`src/rtl/chte_pkg.sv`:
```
`timescale 1ns / 1ps
// ----------------------------------------------------------------------------
// chte_pkg
// Shared types and constants of the chained hash table engine.
// ----------------------------------------------------------------------------
package chte_pkg;

   localparam int DefBuckets = 509;
   localparam int DefNodes   = 256;

   typedef enum logic [1:0] {
      OP_INSERT    = 2'd0,
      OP_OVERWRITE = 2'd1,
      OP_REMOVE    = 2'd2,
      OP_GET       = 2'd3
   } opcode_type;

   typedef enum logic [1:0] {
      ST_OK       = 2'd0,
      ST_NOTFOUND = 2'd1,
      ST_FULL     = 2'd2
   } status_type;

endpackage

```
`src/rtl/chte_front.sv`:
```
`timescale 1ns / 1ps
// ----------------------------------------------------------------------------
// chte_front
// Accepts request items, computes the bucket (|key| mod BUCKETS) over a few
// registered steps, and pushes classified items into a two-deep queue.
// ----------------------------------------------------------------------------
module chte_front import chte_pkg::*; #(
   parameter int BUCKETS = DefBuckets,
   parameter int BW      = $clog2(BUCKETS)
) (
   input  logic          clock,
   input  logic          reset,
   input  logic          req_valid,
   output logic          req_stall,
   input  logic [1:0]    req_opcode,
   input  logic [31:0]   req_key,
   input  logic [63:0]   req_entry_value,
   output logic          q_valid,
   input  logic          q_take,
   output logic [1:0]    q_op,
   output logic [31:0]   q_key,
   output logic [63:0]   q_val,
   output logic [BW-1:0] q_bucket
);
   localparam int QW = 2 + 32 + 64 + BW;

   // |key| is folded byte by byte with the residue of 2^(8i), then the small
   // sum is divided by reciprocal multiplication and the remainder taken
   localparam int SW = BW + 10;
   localparam int QB = SW - BW + 1;
   localparam int PW = 2 * SW + 2;
   localparam longint RECIP = ((longint'(1) << (SW + BW)) + longint'(BUCKETS) - 1) /
                              longint'(BUCKETS);
   localparam logic [BW-1:0] RES1 = BW'((longint'(1) << 8) % longint'(BUCKETS));
   localparam logic [BW-1:0] RES2 = BW'((longint'(1) << 16) % longint'(BUCKETS));
   localparam logic [BW-1:0] RES3 = BW'((longint'(1) << 24) % longint'(BUCKETS));

   logic          busy_ff, busy_in;
   logic [1:0]    cnt_ff, cnt_in;
   logic [31:0]   mag_ff, mag_in;
   logic [SW-1:0] sum_ff, sum_in;
   logic [QB-1:0] quo_ff, quo_in;
   logic [BW-1:0] rem_ff, rem_in;
   logic [PW-1:0] prod;
   logic [1:0]    op_ff;
   logic [31:0]   key_ff;
   logic [63:0]   val_ff;
   logic [1:0]    qn_ff, qn_in;
   logic [QW-1:0] qmem_ff [2];
   logic [QW-1:0] item;
   logic          push, done;

   assign req_stall = busy_ff;
   assign done  = busy_ff && (cnt_ff == 2'd3);
   assign push  = done && (qn_ff != 2'd2);
   assign prod  = PW'(sum_ff) * PW'(RECIP);
   assign item  = {op_ff, key_ff, val_ff, rem_ff};

   always_comb begin
      busy_in = busy_ff;
      cnt_in  = cnt_ff;
      mag_in  = mag_ff;
      sum_in  = sum_ff;
      quo_in  = quo_ff;
      rem_in  = rem_ff;
      if (!busy_ff && req_valid) begin
         busy_in = 1'b1;
         cnt_in  = '0;
         mag_in  = req_key[31] ? (32'd0 - req_key) : req_key;
      end else if (busy_ff && !done) begin
         // three stages settle in turn while mag_ff holds
         cnt_in = cnt_ff + 2'd1;
         sum_in = SW'(mag_ff[7:0]) + SW'(mag_ff[15:8]) * SW'(RES1) +
                  SW'(mag_ff[23:16]) * SW'(RES2) + SW'(mag_ff[31:24]) * SW'(RES3);
         quo_in = prod[SW+BW +: QB];
         rem_in = BW'(sum_ff - SW'(SW'(quo_ff) * SW'(BUCKETS)));
      end else if (push) begin
         busy_in = 1'b0;
      end
   end

   always_comb begin
      qn_in = qn_ff;
      if (push && !q_take)      qn_in = qn_ff + 2'd1;
      else if (!push && q_take) qn_in = qn_ff - 2'd1;
   end

   always_ff @(posedge clock) begin
      if (reset) begin
         busy_ff <= 1'b0;
         qn_ff   <= '0;
      end else begin
         busy_ff <= busy_in;
         qn_ff   <= qn_in;
      end
      cnt_ff <= cnt_in;
      mag_ff <= mag_in;
      sum_ff <= sum_in;
      quo_ff <= quo_in;
      rem_ff <= rem_in;
      if (!busy_ff && req_valid) begin
         op_ff  <= req_opcode;
         key_ff <= req_key;
         val_ff <= req_entry_value;
      end
      if (push && (qn_ff == (q_take ? 2'd1 : 2'd0))) qmem_ff[0] <= item;
      else if (q_take)                                qmem_ff[0] <= qmem_ff[1];
      if (push && !q_take && (qn_ff == 2'd1))        qmem_ff[1] <= item;
   end

   assign q_valid = (qn_ff != 2'd0);
   assign {q_op, q_key, q_val, q_bucket} = qmem_ff[0];

`ifndef SYNTHESIS
   a_qbound: assert property (@(posedge clock) disable iff (reset) qn_ff <= 2'd2)
      else $error("queue overflow");
   a_take: assert property (@(posedge clock) disable iff (reset) q_take |-> q_valid)
      else $error("take from empty queue");
   a_rem: assert property (@(posedge clock) disable iff (reset)
      done |-> (BW+1)'(rem_ff) < (BW+1)'(BUCKETS)) else $error("remainder out of range");
`endif
endmodule

```
`config.mk`:
```
export PLATFORM = sky130hd
export DESIGN_NAME = chte_front
export DESIGN_NICKNAME = d
export VERILOG_FILES = /design/src/rtl/chte_pkg.sv /design/src/rtl/chte_front.sv
export SDC_FILE = /design/constraint.sdc
export NUM_CORES = 1
export LEC_CHECK = 0
export BUFFER_PORTS_ARGS = -buffer_cell sky130_fd_sc_hd__buf_2
export CAP_MARGIN = 15
export CORE_UTILIZATION = 25
export DETAILED_ROUTE_END_ITERATION = 7
export SLEW_MARGIN = 5
export SYNTH_ARGS = -nofsm -noshare
export SYNTH_HDL_FRONTEND = slang
export SYNTH_SLANG_ARGS = --single-unit
```
`constraint.sdc`:
```
create_clock -name clock -period 16.05 [get_ports clock]
set_input_delay 1.605 -clock clock [delete_from_list [all_inputs] [get_ports clock]]
set_output_delay 1.605 -clock clock [all_outputs]
set_load 0.005 [all_outputs]
```
; Word-level counts from Yosys, hierarchy flattened
; Memories as Yosys holds them, arrays and structs flattened.
; Cells that the tools add are included.
; W data, S select, Z words.
[totals]
register_bits = 174
latchBits = 0
ram_bits = 214
romBits = 0
input_bits = 102
out_inout_bits = 109
elab_cells = 67
n_memories = 1
[op_classes]
add_sub_neg = 8
multipliers = 4
n_div = 0
magnitude_cmp = 0
n_eq_ne = 5
shifts = 0
n_mux = 18
bitwise = 2
n_reduce_logical = 18
[memory_table]
columns = name, depth, width, read_ports, rd_ports_with_merged_regs, wr, line_no
row1 = qmem_ff, 2, 107, 2, 0, 1, chte_front.sv:49  ; logic [QW-1:0] qmem_ff [2];
[op_table]
columns = operator, count
row1 = $mux W107, 2
row2 = $reduce_or A107 Y1, 1
row3 = $mul A19 B20 Y39 const B, 1
row4 = $sub A1 B32 Y32 const A, 1
row5 = $mux W31, 1
row6 = $add A18 B15 Y19, 1
row7 = $add A17 B17 Y18, 1
row8 = $add A8 B16 Y17, 1
row9 = $mul A8 B7 Y15 const B, 1
row10 = $mux W1, 13
row11 = $mul A11 B9 Y9 const B, 1
row12 = $mul A8 B2 Y10 const B, 1
row13 = $sub A9 B9 Y9, 1
row14 = $logic_and A1 B1 Y1, 8
row15 = $reduce_bool A2 Y1, 3
row16 = $add A2 B1 Y2 const B, 2
row17 = $logic_not A1 Y1, 4
row18 = $mux W2, 2
row19 = $reduce_and A2 Y1, 2
row20 = $eq A2 B1 Y1, 1
row21 = $eq A2 B1 Y1 const B, 1
row22 = $eq A2 B2 Y1 const B, 1
row23 = $ne A2 B1 Y1 const B, 1
row24 = $ne A2 B2 Y1 const B, 1
row25 = 3 further kinds, 3

; Depth between registers and ports, before layout
; Gate-level depths: netlist of run 1.
[depth]
word_depth = 9
ltp_mapped = 20
ltp_nobuf = 20

; Worst setup path before layout of run 1
; No wires, ideal clock.
[synth_path]
kind = in2reg
startpoint = in req_valid
endpoint = reg key_ff[10] (enable)
t_arrival_ns = 7.258
t_required_ns = 15.413
setup_slack_ns = 8.155
cell_stages = 1
path_buffers = 0
cell_sequence = nor2b_1
[synth_between]
elab_chain_len = 1
[synth_lines]
columns = element, line_no
row1 = from (decl), chte_front.sv:13  ; input logic req_valid,
row2 = $logic_and A1 B1 Y1, chte_front.sv:101  ; if (!busy_ff && req_valid) begin
row3 = to (signal assigned), chte_front.sv:103  ; key_ff <= req_key;
row4 = to (decl), chte_front.sv:46  ; logic [31:0] key_ff;
; Every way passes these cells.
; A chain may end at the register's enable or synchronous reset.

; Worst setup path after layout of run 1
[layout_path]
startpoint = reg sum_ff[8]
endpoint = reg quo_ff[5] (data pin)
[layout_between]
elab_chain_len = 1
[layout_lines]
columns = element, line_no
row1 = from (decl), chte_front.sv:41  ; logic [SW-1:0] sum_ff, sum_in;
row2 = from (signal assigned), chte_front.sv:98  ; sum_ff <= sum_in;
row3 = $mul A19 B20 Y39, chte_front.sv:56  ; assign prod = PW'(sum_ff) * PW'(RECIP);
row4 = named net prod[33], chte_front.sv:44  ; logic [PW-1:0] prod;
row5 = to (signal assigned), chte_front.sv:99  ; quo_ff <= quo_in;
row6 = to (decl), chte_front.sv:42  ; logic [QB-1:0] quo_ff, quo_in;
; The timed path passes the listed nets, and every way through them passes these cells.

==> results of run 1 <==
-- cells in the mapped netlist, types with 2 or more instances --
cell type    n
edfxtp_1   380
ha_1       237
inv_1      215
mux2_2     108
buf_4      107
fa_1        82
xnor2_1     65
a21oi_1     34
nand2_1     28
o21ai_0     27
nor2_1      22
a21o_1      15
xor2_1      15
clkbuf_1    14
nand3_1      7
o31ai_1      7
nand4_1      6
o21bai_1     6
dfxtp_1      5
nor3_1       5
a211oi_1     4
nor2b_1      4
o211ai_1     4
o41ai_1      4
or2_2        4
or3_4        4
and2_1       3
nand2b_1     3
o21a_1       3
or3_1        3
or4_1        3
a31o_2       2
and3_1       2
and4_1       2
o2111ai_1    2
o41ai_2      2
or4_4        2
-- registers in the layout, indices dropped and copies added, names as in the netlist --
| name | flops |
|---|---|
| quo_ff | 9 |
| mag_ff | 32 |
| qmem_ff | 214 |
| val_ff | 64 |
| key_ff | 31 |
| op_ff | 2 |
| qn_ff | 2 |
| cnt_ff | 2 |
| sum_ff | 19 |
| req_stall | 1 |
| rem_ff | 9 |
-- area by class of cell --
cell class | count | area share [%]
diodes | 5 | 0.0521
flip-flops and latches | 385 | 47.9
clock inverters | 26 | 1.09
clock buffers | 44 | 4.23
well taps | 1080 | 5.63
repair buffers | 218 | 4.71
inverters | 215 | 3.36
multi-input cells | 731 | 33.0
-- through the flow --
| step | hold slack [ns] | instances | util (%) | instance area, sq um |
|---|---|---|---|---|
| after floorplan | 0.422 | 1453 | - | 21100 |
| after global placement | 0.427 | 2628 | 27.2 | 22700 |
| after detailed placement | 0.431 | 2628 | 27.2 | 22700 |
| after CTS | 0.441 | 2698 | 28.7 | 24000 |
| after global routing | 0.445 | 2702 | 28.7 | 24000 |
| final | 0.438 | 2704 | 28.7 | 24000 |
-- worst paths after layout --
check / slack (ns) / startpoint / depth (start not counted) / end
worst max-delay path: 10.92 / sum_ff[8]$_DFFE_PP_ / 18 / quo_ff[5]$_DFFE_PP_
worst min-delay path: 0.44 / val_ff[20]$_DFFE_PP_ / 0 / qmem_ff[0][136]$_DFFE_PP_
worst max register to register: 10.92 / sum_ff[8]$_DFFE_PP_ / 18 / quo_ff[5]$_DFFE_PP_
worst min register to register: 0.44 / val_ff[20]$_DFFE_PP_ / 0 / qmem_ff[0][136]$_DFFE_PP_
-- cells by family after synthesis --
logic type | Yosys count | share of synthesized area [%]
AOI/OAI and AO/OA | 120 | 3.74
xor gates and xnor gates | 80 | 3.33
adders and majority gates | 319 | 21.9
buffers and inverters | 337 | 7.92
DFF | 385 | 54.7
muxes | 109 | 5.82
and+or+nand+nor | 103 | 2.66
-- per-layer routing --
metal  wire length [um]  track usage (%)
met5                 40                0
met1              19300             12.8
met4                864             2.45
met3               1680             1.90
met2              20200             16.1
-- worst register-to-register path: cells and delay by family, from the launching register on --
| family | cells | cell delay, ns |
|---|---|---|
| adder cells (fa/ha/maj) | 7 | 2.33 |
| XOR/XNOR | 1 | 0.18 |
| buffers and inverters | 3 | 0.24 |
| AND/OR/NAND/NOR | 2 | 0.44 |
| AO/OA/AOI/OAI | 5 | 1.20 |
| flip-flops | 1 | 0.45 |
==> results.yml, run 1 <==
outcome:
  status: "finished, final reports clean"
layout:
  most-common-layout-cells: "edfxtp_1, ha_1, inv_1, buf_2, mux2_2"
  multi_input_area_sq_um: 7920
  drive_above_1_share_pct: 25.0
  fill_cells: 8449
  regArea_sq_um: 11500
  syn_to_final_growth_pct: 14.0
  nets: 2012
  final_common_cell: "edfxtp_1"
placed_design:
  dp_hpwl_um: 31500
  pre_cts_ws_ns: 10.99
  place.gp.congestion: 0.875
  portBuffers: 210
global_route:
  grt_pass1_wl_um: 65800
  overflow: 0
  track_usage_pct: 9.66
  grt_pass1_vias: 11600
  antenna_found_initial: 7
  grt_max_degree: 65
cts:
  clkLatencyLatePin_ns: 0.56
  cts-root-buf: "clkbuf_16"
  post-cts-setup-buffer-count: 0
  cts.sinks: 385
  cts_tree: "yes"
  ctsResizeCount: 0
  clockBufferDepth: 3
  numCtsBuffers: 40
  htree_levels: 2
  ctsHoldBuffers: 0
  clk_pin_slew_ns: 0.06
sta:
  timing.fmax_mhz: 195
  setup_viol: 0
  min_period_ns: 5.13
  fin_crit_sh_pct: 32.0
  final_max_slew_viol_count: 0
  rsz0062_at_grt: "false"
  skew_ns: 0.0335
  finalSetupTns_ns: 0
  worstMarginPinSlew_ns: 0.924
  slew_headroom_pct: 38.4
  worst_slack_ns: 10.92
  finalHoldViolations: 0
synth:
  synth_top_area_share_pct: 54.2
  ys_seq_area_share_pct: 54.7
  synth_cells: 1453
  syn_nets: 1874
  synthArstFlopShare_pct: 0
  yosys.area.top_type: "edfxtp_1"
  ys_ff_latch: 385
  ys_warn_count: 0
  ys_top_cells_by_area: "edfxtp_1, ha_1, fa_1"
  syn-cell-area_sq_um: 21100
  ys_types: 54
  synth-edff-count: 380
  synth.avg_cell_area_sq_um: 14.5
  ys.flop_type: "edfxtp_1"
route:
  dr.pass1.iters: 4
  drt-total-wl_um: 42200
  viasPerCell: 4.09
  drt_iter0_markers: 556
  drc: 0
  final_antenna_net_count: 0
  post_drt_wl_per_cell_um: 15.6
  num_vias: 11100
die:
  die_h_um: 292
  dieArea_sq_um: 85400
  ios: 211
  fp.dieW_um: 292
  start_util_pct: 25.2
  rows: 106
  core_area_sq_um: 83600
critical_path:
  worst_ep_required_time_ns: 16.32
  worst_setup_path_start_kind: "register"
  path_class: "reg2reg"
  crit_chain: "inv_1, ha_1, ha_1, or2_2, ha_1, ha_1, inv_1, fa_1, inv_1, fa_1, ha_1, a21oi_1, nand4b_1, a2bb2oi_1, o221a_2, o2111ai_1, a21boi_0, xor2_1"
  critical_path_buf_inv_count: 3
  critPathMostFrequentCell: "ha_1"
  worstPathMaxFanout: 5
  path_delay_family: "adder cells"
  cp_slowest_cell: "fa_1"
  end_kind: "register"
  cp_data_arrival_time_ns: 5.40
  critPathMaxStageDelay_ns: 0.55
hold_path:
  hp-class: "reg2reg"
run:
  cap_violations: 0
Power of run 1 is not shown: default switching activity piles up to over one toggle a cycle in this logic, so the estimate is an artifact.
==> inputs of run 2 (changes only) <==
==> constraint.sdc (replaced) <==
create_clock -name clock -period 4.8 [get_ports clock]
set_input_delay 0.48 -clock clock [delete_from_list [all_inputs] [get_ports clock]]
set_output_delay 0.48 -clock clock [all_outputs]
set_load 0.005 [all_outputs]
==> run 2 against run 1 <==
Register-to-register slack got worse by 11 ns. Worst hold slack got worse by 0.32 ns. First-iteration DRC count fell by 20%. Flip-flop and latch count did not move.
==> results.yml, run 2 (same netlist as run 1, synthesis figures left out) <==
sta:
  finalHoldViolations: 0
  timing.fmax_mhz: 214
  fin_crit_sh_pct: 97.4
  slew_headroom_pct: 31.9
  skew_ns: 0.0267
  min_period_ns: 4.67
  worstMarginPinSlew_ns: 1.02
  final_max_slew_viol_count: 0
  setup_viol: 0
die:
  dieArea_sq_um: 85400
  ios: 211
  rows: 106
  fp.dieW_um: 292
  core_area_sq_um: 83600
  die_h_um: 292
  start_util_pct: 25.2
critical_path:
  end_kind: "register"
  path_class: "reg2reg"
  worstPathMaxFanout: 4
  worst_setup_path_start_kind: "register"
  worst_ep_required_time_ns: 5.07
  cp_data_arrival_time_ns: 4.94
cts:
  cts-root-buf: "clkbuf_16"
  numCtsBuffers: 40
  clockBufferDepth: 3
  clk_pin_slew_ns: 0.06
  cts.sinks: 385
  clkLatencyLatePin_ns: 0.54
  ctsHoldBuffers: 0
  cts_tree: "yes"
  htree_levels: 2
global_route:
  track_usage_pct: 9.53
  grt_pass1_vias: 11700
  overflow: 0
  grt_max_degree: 78
  antenna_found_initial: 7
  grt_pass1_wl_um: 64900
route:
  drt_iter0_markers: 447
  post_drt_wl_per_cell_um: 15.2
  drt-total-wl_um: 41500
  drc: 0
  viasPerCell: 4.06
  final_antenna_net_count: 0
  dr.pass1.iters: 4
  num_vias: 11100
layout:
  nets: 2041
  final_common_cell: "edfxtp_1"
  drive_above_1_share_pct: 27.5
  largest_reg_flops: 214
  top_register: "qmem_ff"
  fin_area_sq_um: 24300
  top_regs: "qmem_ff: 214 flops, val_ff: 64 flops, mag_ff: 32 flops"
  fin_cells: 2729
  syn_to_final_growth_pct: 15.4
  most-common-layout-cells: "edfxtp_1, ha_1, inv_1, buf_2, mux2_2"
outcome:
  status: "finished, final reports clean"
hold_path:
  hp-class: "in2reg"
placed_design:
  dp_cells: 2655
  portBuffers: 210
  place.gp.congestion: 0.814
  dp_hpwl_um: 31400
  postPlaceCellArea_sq_um: 22900
run:
  cap_violations: 0
==> run 2: cell types whose count changed in the layout (fill, tap and decap cells not counted), sizes merged <==
cell	previous run	this run
buf	218	247
clkbuf	44	48
diode	5	1
clkinv	17	14
clkinvlp	4	2
inv	217	218
==> run 2: final timing paths <==
kind	startpoint	to	slack, ns	cells past startpoint
setup / recovery	sum_ff[8]$_DFFE_PP_	quo_ff[5]$_DFFE_PP_	0.13	18
hold / removal	req_entry_value[27]	val_ff[27]$_DFFE_PP_	0.12	1
setup reg to reg	sum_ff[8]$_DFFE_PP_	quo_ff[5]$_DFFE_PP_	0.13	18
hold reg to reg	key_ff[17]$_DFFE_PP_	qmem_ff[0][197]$_DFFE_PP_	0.44	0
==> run 2: critical path, stage by stage, from the launching register on <==
cell and delay (ns):
edfxtp_1 0.35, inv_1 0.06, ha_1 0.23, ha_1 0.18
or2_2 0.29, ha_1 0.28, ha_1 0.28, inv_1 0.05
fa_1 0.52, inv_1 0.05, fa_1 0.59, ha_4 0.23
a21oi_2 0.16, nand4b_1 0.19, a2bb2oi_4 0.21, o221a_4 0.27
o2111ai_2 0.23, a21boi_2 0.10, xor2_1 0.15
==> run 2: per-layer routing <==
layer  part of all wire (%)  track usage, %  vias to the layer above
met5                   0.16               0                        -
met4                    2.1            2.18                       12
met3                    5.0            2.24                       72
met2                     47            16.0                      191
met1                     45            12.4                     5453
li1                       -               -                     5345
==> run 2: area by class of cell <==
class | instances | area [sq um]
fill | 8376 | 59300
sequential | 385 | 11500
multi-input combinational | 731 | 8040
tap | 1080 | 1350
timing repair buffer | 247 | 1340
clock buffer | 48 | 1030
inverter | 215 | 807
clock inverter | 22 | 219
antenna | 1 | 2.50
==> run 2: timing repair <==
item,4_1_cts,5_1_grt
setup buffers,0,3
resized for setup,4,22
endpoints found under the setup margin,3,10
pin swaps,1,15
cloned,0,0
==> run 2: per-stage QoR <==
stage	hold slack, ns	setup WS [ns]	utilization, %	TNS [ns]
after floorplan	0.422	0.160	-	0
after global routing	0.0919	-0.0635	29.1	-0.289
final	0.121	0.127	29.1	0
after CTS	0.0904	0.00246	28.9	0
after detailed placement	0.430	-0.0575	27.4	-0.0868
after global placement	0.428	0.0377	27.4	0
Power of run 2 is left out for the same reason.
==> inputs of run 3 (changes only) <==
--- a/config.mk
+++ b/config.mk
@@ -9,6 +9,7 @@
 export CAP_MARGIN = 15
 export CORE_UTILIZATION = 25
 export DETAILED_ROUTE_END_ITERATION = 7
+export SETUP_SLACK_MARGIN = 0.4
 export SLEW_MARGIN = 5
 export SYNTH_ARGS = -nofsm -noshare
 export SYNTH_HDL_FRONTEND = slang
==> constraint.sdc (replaced) <==
create_clock -name clock -period 4.5 [get_ports clock]
set_input_delay 0.45 -clock clock [delete_from_list [all_inputs] [get_ports clock]]
set_output_delay 0.45 -clock clock [all_outputs]
set_load 0.005 [all_outputs]
==> run 3 against run 2 <==
The flow now finishes with violations (negative setup slack). Cell count rose by 1.1%. Flip-flop and latch count did not move. Maximum frequency rose by 2.2%. Non-clock buffer count rose by 33. Sequential share of layout area fell by 1.7 points. Worst setup slack got worse by 0.20 ns. Critical path type unchanged. Critical endpoint is now quo_ff[1]$_DFFE_PP_. Highest routed layer unchanged.
==> results.yml, run 3 (same netlist as run 1, synthesis figures left out) <==
placed_design:
  portBuffers: 210
  place.gp.congestion: 0.833
  dp_hpwl_um: 31900
  pre_cts_ws_ns: -0.0925
hold_path:
  holdPathEnd: "val_ff[14]$_DFFE_PP_"
  whs_path_depth: 1
  min-delay-start: "req_entry_value[14]"
  hp-class: "in2reg"
sta:
  worstMarginPinSlew_ns: 0.935
  rsz0062_at_grt: "true"
  finalHoldViolations: 0
  worst_slack_ns: -0.0733
  skew_ns: 0.0151
  setup_viol: 4
  slew_headroom_pct: 37.7
  min_period_ns: 4.57
  fin_crit_sh_pct: 102
  final_max_slew_viol_count: 0
  timing.fmax_mhz: 219
critical_path:
  rr_startpoint: "sum_ff[17]$_DFFE_PP_"
  reg2reg_depth: 16
  critPathMaxStageDelay_ns: 0.54
  crit_chain: "inv_2, ha_4, inv_2, fa_2, ha_4, fa_1, fa_1, fa_2, ha_4, a21oi_4, nand4_1, o221a_4, buf_6, or2_4, a21oi_4, xnor2_1"
  worst_ep_required_time_ns: 4.78
  end_kind: "register"
  critical_path_buf_inv_count: 3
  cp_slowest_cell: "fa_2"
  path_class: "reg2reg"
  worst_setup_path_start_kind: "register"
  cp_data_arrival_time_ns: 4.85
  rrSetupSlack_ns: -0.07
  crit_start: "sum_ff[17]$_DFFE_PP_"
  critPathMostFrequentCell: "ha_4"
  worstPathMaxFanout: 3
  path_delay_family: "adder cells"
  crit_cells: 16
  reg2reg_to: "quo_ff[1]$_DFFE_PP_"
global_route:
  antenna_found_initial: 4
  overflow: 0
  grt_pass1_wl_um: 66600
  grt_max_degree: 103
  grt_pass1_vias: 11900
  track_usage_pct: 9.77
run:
  cap_violations: 0
layout:
  largest_reg_flops: 214
  most-common-layout-cells: "edfxtp_1, buf_2, ha_1, inv_1, mux2_2"
  drive_above_1_share_pct: 33.7
  final_common_cell: "edfxtp_1"
  top_register: "qmem_ff"
  nets: 2073
  syn_to_final_growth_pct: 19.6
  top_regs: "qmem_ff: 214 flops, val_ff: 64 flops, mag_ff: 32 flops"
outcome:
  violations: "negative setup slack"
  status: "finished, violations left"
cts:
  clockBufferDepth: 3
  clkLatencyLatePin_ns: 0.54
  clk_pin_slew_ns: 0.06
  cts-root-buf: "clkbuf_16"
  cts.sinks: 385
  cts_tree: "yes"
  numCtsBuffers: 39
  htree_levels: 2
die:
  start_util_pct: 25.2
  die_h_um: 292
  fp.dieW_um: 292
  dieArea_sq_um: 85400
  rows: 106
  core_area_sq_um: 83600
  ios: 211
route:
  viasPerCell: 4.06
  drt-total-wl_um: 42700
  final_antenna_net_count: 0
  drt_iter0_markers: 392
  drc: 0
  post_drt_wl_per_cell_um: 15.5
  dr.pass1.iters: 4
  num_vias: 11200
[run 3: changes by cell type in the layout (fill, tap and decap cells not counted), moves of 7 or more]
cell	previous run	this run
ha_1	232	202
buf_4	36	63
inv_2	2	17
inv_1	213	198
ha_4	3	31
o21ai_0	25	18
a21oi_2	4	13
a21oi_1	29	17
[run 3: layer usage]
layer,global-route usage [%],vias up,share of wire (%)
met1,12.6,5519,45
li1,-,5428,-
met4,1.95,6,1.5
met3,2.10,59,4.2
met5,0,-,0.11
met2,16.8,183,49
[run 3: what timing repair did]
action                     in CTS  in global routing
resized for setup              41                 22
setup endpoints to repair      16                 17
pin swaps                      62                 33
buffers inserted               18                  8
hold buffers                    0                  0
[run 3: layout make-up]
type	count	area, sq um
Fill cell	8293	58400
Sequential cell	385	11500
Multi-Input combinational cell	731	8580
Timing Repair Buffer	280	1630
Tap cell	1080	1350
Clock buffer	46	1040
Inverter	215	807
Clock inverter	21	254
Antenna cell	2	5.00
[run 3: how the worst max path moves through the flow]
| stage | end | slack [ns] |
|---|---|---|
| 4_1_cts | quo_ff[4]$_DFFE_PP_ | 0.01 |
| 3_5_place_dp | quo_ff[5]$_DFFE_PP_ | -0.09 |
| 3_3_place_gp | quo_ff[5]$_DFFE_PP_ | 0.05 |
| 5_1_grt | quo_ff[1]$_DFFE_PP_ | -0.17 |
| 6_report | quo_ff[1]$_DFFE_PP_ | -0.07 |
| 2_1_floorplan | quo_ff[5]$_DFFE_PP_ | 0.26 |
[run 3: through the flow]
step | TNS, ns | std cells | hold WS, ns | util (%) | instance area, sq um
5_1_grt | -1.02 | 2759 | 0.0492 | 30.1 | 25200
3_3_place_gp | 0 | 2665 | 0.426 | 28.0 | 23400
2_1_floorplan | 0 | 1453 | 0.422 | - | 21400
6_report | -0.123 | 2760 | 0.0822 | 30.1 | 25200
4_1_cts | 0 | 2750 | 0.0509 | 29.9 | 25000
3_5_place_dp | -0.243 | 2665 | 0.435 | 28.0 | 23400
[run 3: worst reg2reg max path: cells and delay by family (launching register included)]
family / cells / cell delay, ns
xor+xnor: 1 / 0.09
simple gates: 2 / 0.41
buf+inv: 3 / 0.23
compound gates: 3 / 0.55
flops: 1 / 0.41
fa+ha+maj: 7 / 2.63
Power of run 3 is left out for the same reason.
